$ cat src/rtl/mnsp_pkg.sv
// Package: shared types, codes and lookup tables for the melody note string parser.
package mnsp_pkg;

  localparam int unsigned CharW   = 8;
  localparam int unsigned PeriodW = 12;
  localparam int unsigned CmpW    = 11;
  localparam int unsigned DurW    = 16;
  localparam int unsigned AccW    = 10;
  localparam int unsigned IdxW    = 4;
  localparam int unsigned OctW    = 4;

  localparam logic [DurW-1:0]  REST_MS_RESET = 16'd100;
  localparam logic [CharW-1:0] CHAR_NUL      = 8'h00;
  localparam logic [CharW-1:0] CHAR_SPACE    = 8'h20;
  localparam logic [CharW-1:0] CHAR_ZERO     = 8'h30;
  localparam logic [CharW-1:0] CHAR_NINE     = 8'h39;

  typedef enum logic [1:0] {
    KIND_TONE  = 2'd0,
    KIND_REST  = 2'd1,
    KIND_ERROR = 2'd2
  } kind_e;

  typedef enum logic [2:0] {
    PH_LETTER = 3'd0,
    PH_OCTAVE = 3'd1,
    PH_DIG0   = 3'd2,
    PH_DIG1   = 3'd3,
    PH_DIG2   = 3'd4
  } phase_e;

  typedef struct packed {
    logic               valid;
    kind_e              kind;
    logic [PeriodW-1:0] tone_period;
    logic [CmpW-1:0]    compare_value;
    logic [DurW-1:0]    duration_ms;
  } result_t;

  typedef struct packed {
    logic            found;
    logic [IdxW-1:0] idx;
  } note_hit_t;

  // Chromatic letter table: C c D d E F f G g A a B
  function automatic note_hit_t note_lookup(input logic [CharW-1:0] c);
    note_hit_t h;
    h.found = 1'b1;
    case (c)
      "C":     h.idx = 4'd0;
      "c":     h.idx = 4'd1;
      "D":     h.idx = 4'd2;
      "d":     h.idx = 4'd3;
      "E":     h.idx = 4'd4;
      "F":     h.idx = 4'd5;
      "f":     h.idx = 4'd6;
      "G":     h.idx = 4'd7;
      "g":     h.idx = 4'd8;
      "A":     h.idx = 4'd9;
      "a":     h.idx = 4'd10;
      "B":     h.idx = 4'd11;
      default: begin
        h.found = 1'b0;
        h.idx   = 4'd0;
      end
    endcase
    return h;
  endfunction

  function automatic logic [PeriodW-1:0] base_period(input logic [IdxW-1:0] idx);
    logic [PeriodW-1:0] p;
    case (idx)
      4'd0:    p = 12'd3058;
      4'd1:    p = 12'd2886;
      4'd2:    p = 12'd2724;
      4'd3:    p = 12'd2571;
      4'd4:    p = 12'd2427;
      4'd5:    p = 12'd2291;
      4'd6:    p = 12'd2162;
      4'd7:    p = 12'd2041;
      4'd8:    p = 12'd1926;
      4'd9:    p = 12'd1818;
      4'd10:   p = 12'd1716;
      4'd11:   p = 12'd1620;
      default: p = 12'd0;
    endcase
    return p;
  endfunction

endpackage

$ cat src/rtl/melody_note_string_parser.sv
// Top level: melody note string parser with input register, parser core and result register.
//
//   channel   direction  handshake                payload
//   in        request    in_valid_i / in_ready_o  char_code_i
//   out       result     out_valid_o / out_ready_i kind_o, tone_period_o,
//                                                  compare_value_o, duration_ms_o
//   rest_ms   config     rest_ms_we_i             rest_ms_i
//
// One character per cycle sustained while the result is not stalled: a request
// is registered in the input register, then the parser core updates its token
// state and the result register loads in the same edge.
// Only the last character of a note token or a space between tokens gives a
// result; other characters leave nothing in the result register.
// Reset clears the token state, both valid flags, and loads rest_ms with 100.
// A stalled result holds the core; the input register keeps one more request.
module melody_note_string_parser (
  input  logic                         clk_i,
  input  logic                         rst_ni,
  input  logic                         in_valid_i,
  output logic                         in_ready_o,
  input  logic [mnsp_pkg::CharW-1:0]   char_code_i,
  output logic                         out_valid_o,
  input  logic                         out_ready_i,
  output logic [1:0]                   kind_o,
  output logic [mnsp_pkg::PeriodW-1:0] tone_period_o,
  output logic [mnsp_pkg::CmpW-1:0]    compare_value_o,
  output logic [mnsp_pkg::DurW-1:0]    duration_ms_o,
  input  logic                         rest_ms_we_i,
  input  logic [mnsp_pkg::DurW-1:0]    rest_ms_i
);
  import mnsp_pkg::*;

  logic             in_valid_q;
  logic [CharW-1:0] in_char_q;
  logic             out_valid_q;
  result_t          res_q;
  result_t          core_res;
  logic [DurW-1:0]  rest_ms_q;
  logic             advance;

  // Advance the held request into the core whenever the result slot is free
  // or being drained this cycle.
  assign advance    = in_valid_q && (!out_valid_q || out_ready_i);
  assign in_ready_o = !in_valid_q || advance;

  always_ff @(posedge clk_i or negedge rst_ni) begin
    if (!rst_ni) begin
      rest_ms_q <= REST_MS_RESET;
    end else if (rest_ms_we_i) begin
      rest_ms_q <= rest_ms_i;
    end
  end

  // Input register: take a new request when the slot empties or advances.
  always_ff @(posedge clk_i or negedge rst_ni) begin
    if (!rst_ni) begin
      in_valid_q <= 1'b0;
    end else if (in_ready_o) begin
      in_valid_q <= in_valid_i;
    end
  end

  always_ff @(posedge clk_i) begin
    if (in_ready_o && in_valid_i) begin
      in_char_q <= char_code_i;
    end
  end

  mnsp_core u_core (
    .clk_i     (clk_i),
    .rst_ni    (rst_ni),
    .step_i    (advance),
    .char_i    (in_char_q),
    .rest_ms_i (rest_ms_q),
    .result_o  (core_res)
  );

  // Result register: drop on handshake, load when the core emits.
  always_ff @(posedge clk_i or negedge rst_ni) begin
    if (!rst_ni) begin
      out_valid_q <= 1'b0;
    end else if (advance) begin
      out_valid_q <= core_res.valid;
    end else if (out_ready_i) begin
      out_valid_q <= 1'b0;
    end
  end

  always_ff @(posedge clk_i) begin
    if (advance && core_res.valid) begin
      res_q <= core_res;
    end
  end

  assign out_valid_o     = out_valid_q;
  assign kind_o          = res_q.kind;
  assign tone_period_o   = res_q.tone_period;
  assign compare_value_o = res_q.compare_value;
  assign duration_ms_o   = res_q.duration_ms;

endmodule

$ cat src/rtl/mnsp_core.sv
// Parser core: token state registers, next-state logic and result formation.
module mnsp_core (
  input  logic                        clk_i,
  input  logic                        rst_ni,
  input  logic                        step_i,
  input  logic [mnsp_pkg::CharW-1:0]  char_i,
  input  logic [mnsp_pkg::DurW-1:0]   rest_ms_i,
  output mnsp_pkg::result_t           result_o
);
  import mnsp_pkg::*;

  phase_e          phase_q, phase_d;
  logic [IdxW-1:0] note_q, note_d;
  logic [OctW-1:0] oct_q, oct_d;
  logic [AccW-1:0] dur_q, dur_d;
  logic            err_q, err_d;

  logic            is_nul, is_space, is_digit;
  logic [3:0]      digit;
  logic [AccW-1:0] dur_mac;
  note_hit_t       hit;
  logic [PeriodW-1:0] period;

  always_comb begin
    is_nul   = (char_i == CHAR_NUL);
    is_space = (char_i == CHAR_SPACE);
    is_digit = (char_i >= CHAR_ZERO) && (char_i <= CHAR_NINE);
    digit    = char_i[3:0];
    dur_mac  = AccW'((14'(dur_q) * 14'd10) + 14'(digit));
    hit      = note_lookup(char_i);
    period   = base_period(note_q) >> oct_q;
  end

  // Next phase
  always_comb begin
    phase_d = phase_q;
    if (step_i) begin
      if (is_nul) begin
        phase_d = PH_LETTER;
      end else begin
        case (phase_q)
          PH_LETTER: phase_d = is_space ? PH_LETTER : PH_OCTAVE;
          PH_OCTAVE: phase_d = PH_DIG0;
          PH_DIG0:   phase_d = PH_DIG1;
          PH_DIG1:   phase_d = PH_DIG2;
          PH_DIG2:   phase_d = PH_LETTER;
          default:   phase_d = PH_LETTER;
        endcase
      end
    end
  end

  // Token fields and result
  always_comb begin
    note_d   = note_q;
    oct_d    = oct_q;
    dur_d    = dur_q;
    err_d    = err_q;
    result_o = '0;
    if (step_i) begin
      if (is_nul) begin
        note_d = '0;
        oct_d  = '0;
        dur_d  = '0;
        err_d  = 1'b0;
      end else begin
        case (phase_q)
          PH_LETTER: begin
            if (is_space) begin
              result_o.valid       = 1'b1;
              result_o.kind        = KIND_REST;
              result_o.duration_ms = rest_ms_i;
            end else begin
              note_d = hit.idx;
              err_d  = !hit.found;
              oct_d  = '0;
              dur_d  = '0;
            end
          end
          PH_OCTAVE: begin
            if (is_digit) oct_d = digit;
            else          err_d = 1'b1;
          end
          PH_DIG0, PH_DIG1: begin
            if (is_digit) dur_d = dur_mac;
            else          err_d = 1'b1;
          end
          PH_DIG2: begin
            result_o.valid = 1'b1;
            if (err_q || !is_digit) begin
              result_o.kind = KIND_ERROR;
            end else begin
              result_o.kind          = KIND_TONE;
              result_o.tone_period   = period;
              result_o.compare_value = period[PeriodW-1:1];
              result_o.duration_ms   = DurW'(dur_mac);
            end
            note_d = '0;
            oct_d  = '0;
            dur_d  = '0;
            err_d  = 1'b0;
          end
          default: begin
            err_d = 1'b0;
          end
        endcase
      end
    end
  end

  always_ff @(posedge clk_i or negedge rst_ni) begin
    if (!rst_ni) begin
      phase_q <= PH_LETTER;
      note_q  <= '0;
      oct_q   <= '0;
      dur_q   <= '0;
      err_q   <= 1'b0;
    end else begin
      phase_q <= phase_d;
      note_q  <= note_d;
      oct_q   <= oct_d;
      dur_q   <= dur_d;
      err_q   <= err_d;
    end
  end

endmodule

$ cat config.mk
export PLATFORM = sky130hd
export DESIGN_NAME = melody_note_string_parser
export DESIGN_NICKNAME = d
export VERILOG_FILES = /design/src/rtl/mnsp_pkg.sv /design/src/rtl/melody_note_string_parser.sv /design/src/rtl/mnsp_core.sv
export SDC_FILE = /design/constraint.sdc
export NUM_CORES = 1
export LEC_CHECK = 0
export BUFFER_PORTS_ARGS = -buffer_cell sky130_fd_sc_hd__buf_2
export CORE_ASPECT_RATIO = 0.8
export CORE_UTILIZATION = 35
export CTS_CLUSTER_SIZE = 20
export DETAILED_ROUTE_END_ITERATION = 10
export PLACE_DENSITY = 0.62
export SYNTH_ARGS = -nofsm -noshare
export SYNTH_HDL_FRONTEND = slang
export SYNTH_SLANG_ARGS = --single-unit
$ cat constraint.sdc
create_clock -name clk_i -period 3.8 [get_ports clk_i]
set_input_delay 0.38 -clock clk_i [delete_from_list [all_inputs] [get_ports clk_i]]
set_output_delay 0.38 -clock clk_i [all_outputs]
set_load 0.1 [all_outputs]
==> results of run 1 <==
==> registers in the layout (all words and copies together), names as in the netlist <==
name	count
u_core.phase_q	3
u_core.dur_q	9
duration_ms_o	16
in_valid_q	1
u_core.err_q	1
rest_ms_q	16
u_core.oct_q	4
out_valid_o	1
in_char_q	8
kind_o	2
u_core.note_q	4
tone_period_o	12
==> kinds of logic (layout without fill, tap and decap cells) <==
logic type      count (synthesis)  after routing  share of synthesized area, %
simple gates                  122            122                          13.9
compound gates                106            106                          15.5
flops                          77             77                          47.4
buf+inv                        51            109                          5.48
mux                            35             35                          8.41
fa+ha+maj                      24             24                          7.04
xor+xnor                       10             10                          2.26
==> stage by stage <==
stage                     util [%]  setup slack (ns)  instances  power (mW)
after global placement        39.7             0.836        638        2.07
final                         42.1             0.740        654        2.91
after global routing          42.1             0.553        654        3.07
after floorplan                  -             0.503        425        1.89
after detailed placement      39.7             0.741        638        2.09
after CTS                     42.1             0.733        654        2.93
==> power groups by stage <==
| stage | Sequential [mW] | Combinational (mW) | Clock [mW] |
|---|---|---|---|
| 2_1_floorplan | 1.26 | 0.637 | 0 |
| 3_5_place_dp | 1.15 | 0.940 | 0 |
| 6_report | 1.14 | 0.942 | 0.835 |
| 5_1_grt | 1.16 | 1.02 | 0.896 |
| 4_1_cts | 1.13 | 0.943 | 0.858 |
| 3_3_place_gp | 1.15 | 0.927 | 0 |
==> layout make-up <==
type | instances | area, µm² | area share (%)
clock buffers | 9 | 225 | 4.34
flip-flops and latches | 77 | 2120 | 40.8
clock inverters | 7 | 65.1 | 1.25
multi-input cells | 297 | 2110 | 40.7
well taps | 171 | 214 | 4.12
repair buffers | 76 | 393 | 7.56
inverters | 17 | 63.8 | 1.23
==> routing by layer <==
layer / track usage (%) / up-vias / wire length (µm)
met5: 0 / - / 0
met1: 23.2 / 1584 / 5140
met3: 3.94 / 7 / 484
met2: 22.0 / 87 / 3900
met4: 4.34 / 0 / 83
li1: - / 1643 / -
==> cells in the final DEF (no fill, tap or decap), types with 4 or more instances in the layout <==
master,instances
buf_2,71
nor2_1,44
edfxtp_1,38
dfrtp_1,36
o21ai_0,32
nand2_1,25
ha_1,22
a21oi_1,21
mux2_2,21
inv_1,15
mux2i_1,14
nor3_1,12
a22oi_1,10
clkbuf_16,9
and2_1,7
nand2b_1,7
xnor2_1,7
a22o_1,7
buf_4,5
nand3_1,4
o22ai_1,4
a211oi_1,4
o21a_1,4
==> worst min-delay path by stage <==
stage | from | endpoint | slack, ns
floorplan | rst_ni | in_valid_q | 0.08
global placement | rest_ms_q[14] | rest_ms_q[14] | 0.48
detailed placement | rest_ms_q[13] | rest_ms_q[13] | 0.49
CTS | rst_ni | rest_ms_q[10] | 0.20
global route | char_code_i[6] | in_char_q[6] | 0.20
finish | rst_ni | rest_ms_q[10] | 0.16
==> synthesized netlist by cell type, types with 4 or more instances <==
master and count:
edfxtp_1 38, o22ai_1 4, buf_4 11, o21a_1 4, clkbuf_1 11, nand3_1 4, a22o_1 7, mux2i_1 14
inv_1 15, a22oi_1 10, a211oi_1 4, dfrtp_1 36, ha_1 22, nand2_1 25, mux2_2 21, nor3_1 12
and2_1 7, nor2_1 45, buf_2 8, a21oi_1 21, o21ai_0 32, xnor2_1 7, nand2b_1 7
==> flow_summary.toml, run 1 <==
[global_route]
antenna_found_initial = 0
grt_util_all_layers_pct = 15.6
grt_max_degree = 40
grt_pass1_wl_um = 15700
grt_overflow = 0
grt_pass1_vias = 3106

[sta]
worst_pin_slew_ns = 0.910
relSlewSlack_pct = 39.3
finalMaxSlewViolations = 0
finalHoldViolations = 0
post-route-period-util_pct = 80.5
holdWs_ns = 0.164
grt_setup_unrepaired = "no"
max_freq_mhz = 327
setup_tns_ns = 0
layout_min_cycle_time_ns = 3.06
setup_viol = 0
finClkSkew_ns = 0.00717

[route]
drt_pass1_iterations = 5
dr.first_iter.drc_count = 248
drc = 0
routed_wl_um = 9610
via_count = 3321
ant_nets = 0
wire_per_inst_um = 14.7
viasPerCell = 5.08

[outcome]
status = "finished, final reports clean"

[die]
core-area_um2 = 12300
pin_count = 72
start_util_pct = 36.3
die_y_um = 103
die_w_um = 128
dieArea_um2 = 13200
rows = 36

[yosys]
async_flop_share_pct = 50.6
syn_avg_cell_area_um2 = 10.5
netlist_area_um2 = 4480
ys_seq_area_share_pct = 47.4
synth_top_area_share_pct = 25.5
synth_edf_count = 38
synth_cells = 425
yosys.area.top_type = "edfxtp_1"
synthTopCellsByArea = "edfxtp_1 (25%), dfrtp_1 (20%), ha_1 (6.2%)"
yosys_warnings = 0
synth_fp_nets = 478
ys_dominant_reg_cell = "edfxtp_1"
synth.distinct_cells = 63
ys_ff_latch = 77

[place]
dpl.hpwl_um = 7110
port_buffers = 71
gp_congestion = 0.893
placed_cell_area_um2 = 4900

[critical_path]
crit_type = "reg2reg"
slowest_stage = "fa_1"
reg2reg_depth = 9
r2r-start = "u_core.dur_q[1]"
path_max_fanout = 4
reg2reg_setup_slack_ns = 0.74
crit_chain = "ha_1, ha_1, fa_1, a211oi_1, o22ai_1, nor4b_2, xnor3_1, a22oi_1, nor2_1"
path_buf_inv = 0
worstReg2RegEnd = "duration_ms_o[9]"
path_depth = 9
critPathMostFrequentCell = "ha_1"
endpoint = "duration_ms_o[9]"
cp-start-kind = "flop"
slowest_delay_ns = 0.44
crit_family = "adder cells"
crit_arrival_ns = 3.15
end_kind = "flop"
cp_data_required_time_ns = 3.89
crit_start = "u_core.dur_q[1]"

[cts]
insertion_delay_ns = 0.34
cts.path.max_buffers = 2
path_clk_slew_ns = 0.07
hold_buffers = 0
postCtsSetupBuffers = 0
cts.htree.levels = 3
clock_tree.root_cell = "clkbuf_16"
cts_resized = 0
numCtsBuffers = 9
cts.sinks = 77
cts_tree = "done"

[power]
pwr-share-seq_pct = 39.0
worst_ir_drop_vdd_mv = 0.287
p_int_mw = 1.74
combinationalPowerShare_pct = 32.4
power_density_nw_per_um2 = 561
static-leakage-power_nw = 2.18
clockPowerShare_pct = 28.7
p_switching_mw = 1.17
p_sw_share_pct = 40.3

[worst_hold_path]
hold_class = "in2async"

[final_layout]
final_cell_area_um2 = 5190
num_antenna_cells = 0
nets = 531
drive_above_1_share_pct = 27.3
num-fill-cells = 1216
syn2layout_area_growth_pct = 16.0

[run]
maxCapViolations = 0
Note: power is estimated with default switching activity, not from simulation.
==> run 2: changes to the inputs <==
- ABC_AREA: default -> 1
- clock period: 3.8 -> 2.9 ns (I/O delays scaled with it)
==> run 2 against run 1 <==
Compared with the run above:
- first-iteration DRC count fell by 15%
- non-clock buffer count fell by 4
- fmax rose by 21%
- flip-flop and latch count did not move
- synthesized area rose by 4.6%
- synthesized cell count rose by 32%
- cell count rose by 23%
- clock-buffer cell count did not move
- die area rose by 4.5%
- global-route usage rose by 0.51 points
- register-to-register slack got worse by 0.37 ns
- setup slack got worse by 0.37 ns
- critical endpoint is now duration_ms_o[8]
==> flow_summary.toml, run 2 <==
[outcome]
status = "finished, final reports clean"

[sta]
relSlewSlack_pct = 37.9
worst_pin_slew_ns = 0.932
setup_viol = 0
finalHoldViolations = 0
setup_tns_ns = 0
max_freq_mhz = 395
post-route-period-util_pct = 87.4
layout_min_cycle_time_ns = 2.53
finClkSkew_ns = 0.00830
finalMaxSlewViolations = 0
grt_setup_unrepaired = "no"

[yosys]
yosys-top-cells-count = "nand2_1 (151), nand3_1 (64), inv_1 (55), nor2_1 (42), edfxtp_1 (38)"
async_flop_share_pct = 50.6
ys_seq_area_share_pct = 45.3
ys_dominant_reg_cell = "edfxtp_1"
synthTopCellsByArea = "edfxtp_1 (24%), dfrtp_1 (19%), nand2_1 (12%)"
synth_top_area_share_pct = 24.4
yosys_warnings = 0
synth_edf_count = 38
yosys.area.top_type = "edfxtp_1"
syn_avg_cell_area_um2 = 8.33
synth_fp_nets = 615
yosysMostFrequentCell = "nand2_1"
netlist_area_um2 = 4680
synth_cells = 562
ys_ff_latch = 77
synth.distinct_cells = 37

[final_layout]
nets = 679
syn2layout_area_growth_pct = 16.2
final_common_cell = "nand2_1"
final_cell_mix = "nand2_1 (151), buf_2 (71), nand3_1 (64), inv_1 (55), nor2_1 (42)"
num-fill-cells = 1281
drive_above_1_share_pct = 23.0
num_antenna_cells = 0

[global_route]
use_met1_pct = 23.4
grt_max_degree = 40
antenna_found_initial = 0
grt_use_met3_pct = 3.37
grt_pass1_wl_um = 17600
grtUsageMet2_pct = 23.5
grt_util_all_layers_pct = 16.1
busiest_layer = "met2"
grt_overflow = 0
grt_pass1_vias = 3645

[route]
wire_per_inst_um = 13.0
drt_pass1_iterations = 5
viasPerCell = 4.81
dr.first_iter.drc_count = 211
ant_nets = 0
routed_wl_um = 10400
drc = 0
via_count = 3873

[critical_path]
crit_family = "adder cells"
crit_type = "reg2reg"
crit_arrival_ns = 2.62
cp-start-kind = "flop"
slowest_delay_ns = 0.53
crit_chain = "ha_1, ha_1, fa_1, nand2_1, inv_1, o21ai_0, a21oi_1, nand3_1, nand3_1, a21oi_1"
crit_start = "u_core.dur_q[1]"
cp_data_required_time_ns = 2.99
path_buf_inv = 1
path_max_fanout = 4
slowest_stage = "fa_1"
r2r-start = "u_core.dur_q[1]"
end_kind = "flop"

[power]
totalPowerFinal_mw = 3.57
static-leakage-power_nw = 2.55
worst_ir_drop_vdd_mv = 0.294
power_density_nw_per_um2 = 656

[die]
pin_count = 72
rows = 37
start_util_pct = 36.1
dieArea_um2 = 13800
core-area_um2 = 13000
die_y_um = 105
die_w_um = 131

[run]
maxCapViolations = 0

[cts]
numCtsBuffers = 9
cts.path.max_buffers = 2
insertion_delay_ns = 0.34
cts_resized = 0
cts.sinks = 77
path_clk_slew_ns = 0.06
hold_buffers = 0
cts.htree.levels = 3
cts_tree = "done"
clock_tree.root_cell = "clkbuf_16"
postCtsSetupBuffers = 0

[place]
port_buffers = 71
dpl.hpwl_um = 8060
gp_congestion = 0.863

[worst_hold_path]
hold_class = "in2async"
[run 2: changes by cell type in the layout (fill, tap and decap cells not counted), sizes merged, moves of 8 or more]
cell,previous run,this run
a22oi,10,2
inv,21,71
mux2,21,10
mux2i,14,0
nand2,25,158
nand2b,8,0
nand3,4,67
nor2,45,53
o21ai,33,43
[run 2: metrics by stage]
stage	util [%]	hold slack (ns)	worst slack, ns	cells	instance area (µm²)
after floorplan	-	-0.00559	0.128	562	4680
after global placement	39.6	0.467	0.441	790	5140
after detailed placement	39.6	0.470	0.399	790	5140
after CTS	42.0	0.113	0.397	806	5440
after global routing	42.0	0.108	0.185	806	5440
final	42.0	0.0957	0.367	806	5440
[run 2: cell type report]
type / count / area, µm² / share of cell area, %
multi-input cells: 398 / 2180 / 40.1
flip-flops and latches: 77 / 2120 / 39.0
repair buffers: 72 / 363 / 6.67
inverters: 68 / 255 / 4.69
clock buffers: 9 / 225 / 4.14
well taps: 175 / 219 / 4.02
clock inverters: 7 / 78.8 / 1.45
[run 2: worst paths after layout]
path,to,slack [ns],cells after the start
max,duration_ms_o[8],0.37,10
min,u_core.note_q[1],0.1,1
max reg2reg,duration_ms_o[8],0.37,10
min reg2reg,u_core.err_q,0.49,2
max in group asynchronous,u_core.dur_q[3],2.23,1
min in group clk_i,in_char_q[1],0.13,1
[run 2: layer usage]
layer	up-vias	routed length, µm
met1	1769	5460
met4	0	92
li1	1973	-
met5	-	0
met3	11	545
met2	120	4340
[run 2: where the power goes]
| part | switching (mW) | total, mW | leakage, nW | internal [mW] |
|---|---|---|---|---|
| sequential | 0.110 | 1.36 | 0.873 | 1.25 |
| clock | 0.473 | 1.15 | 0.152 | 0.680 |
| combinational | 0.783 | 1.06 | 1.53 | 0.274 |
[run 2: cell families after synthesis]
kind of cell	count (synthesis)	share of synthesized area, %
fa+ha+maj	24	6.73
flops	77	45.3
buf+inv	87	8.15
xor+xnor	3	0.561
mux	10	2.41
compound gates	69	8.15
simple gates	292	28.7
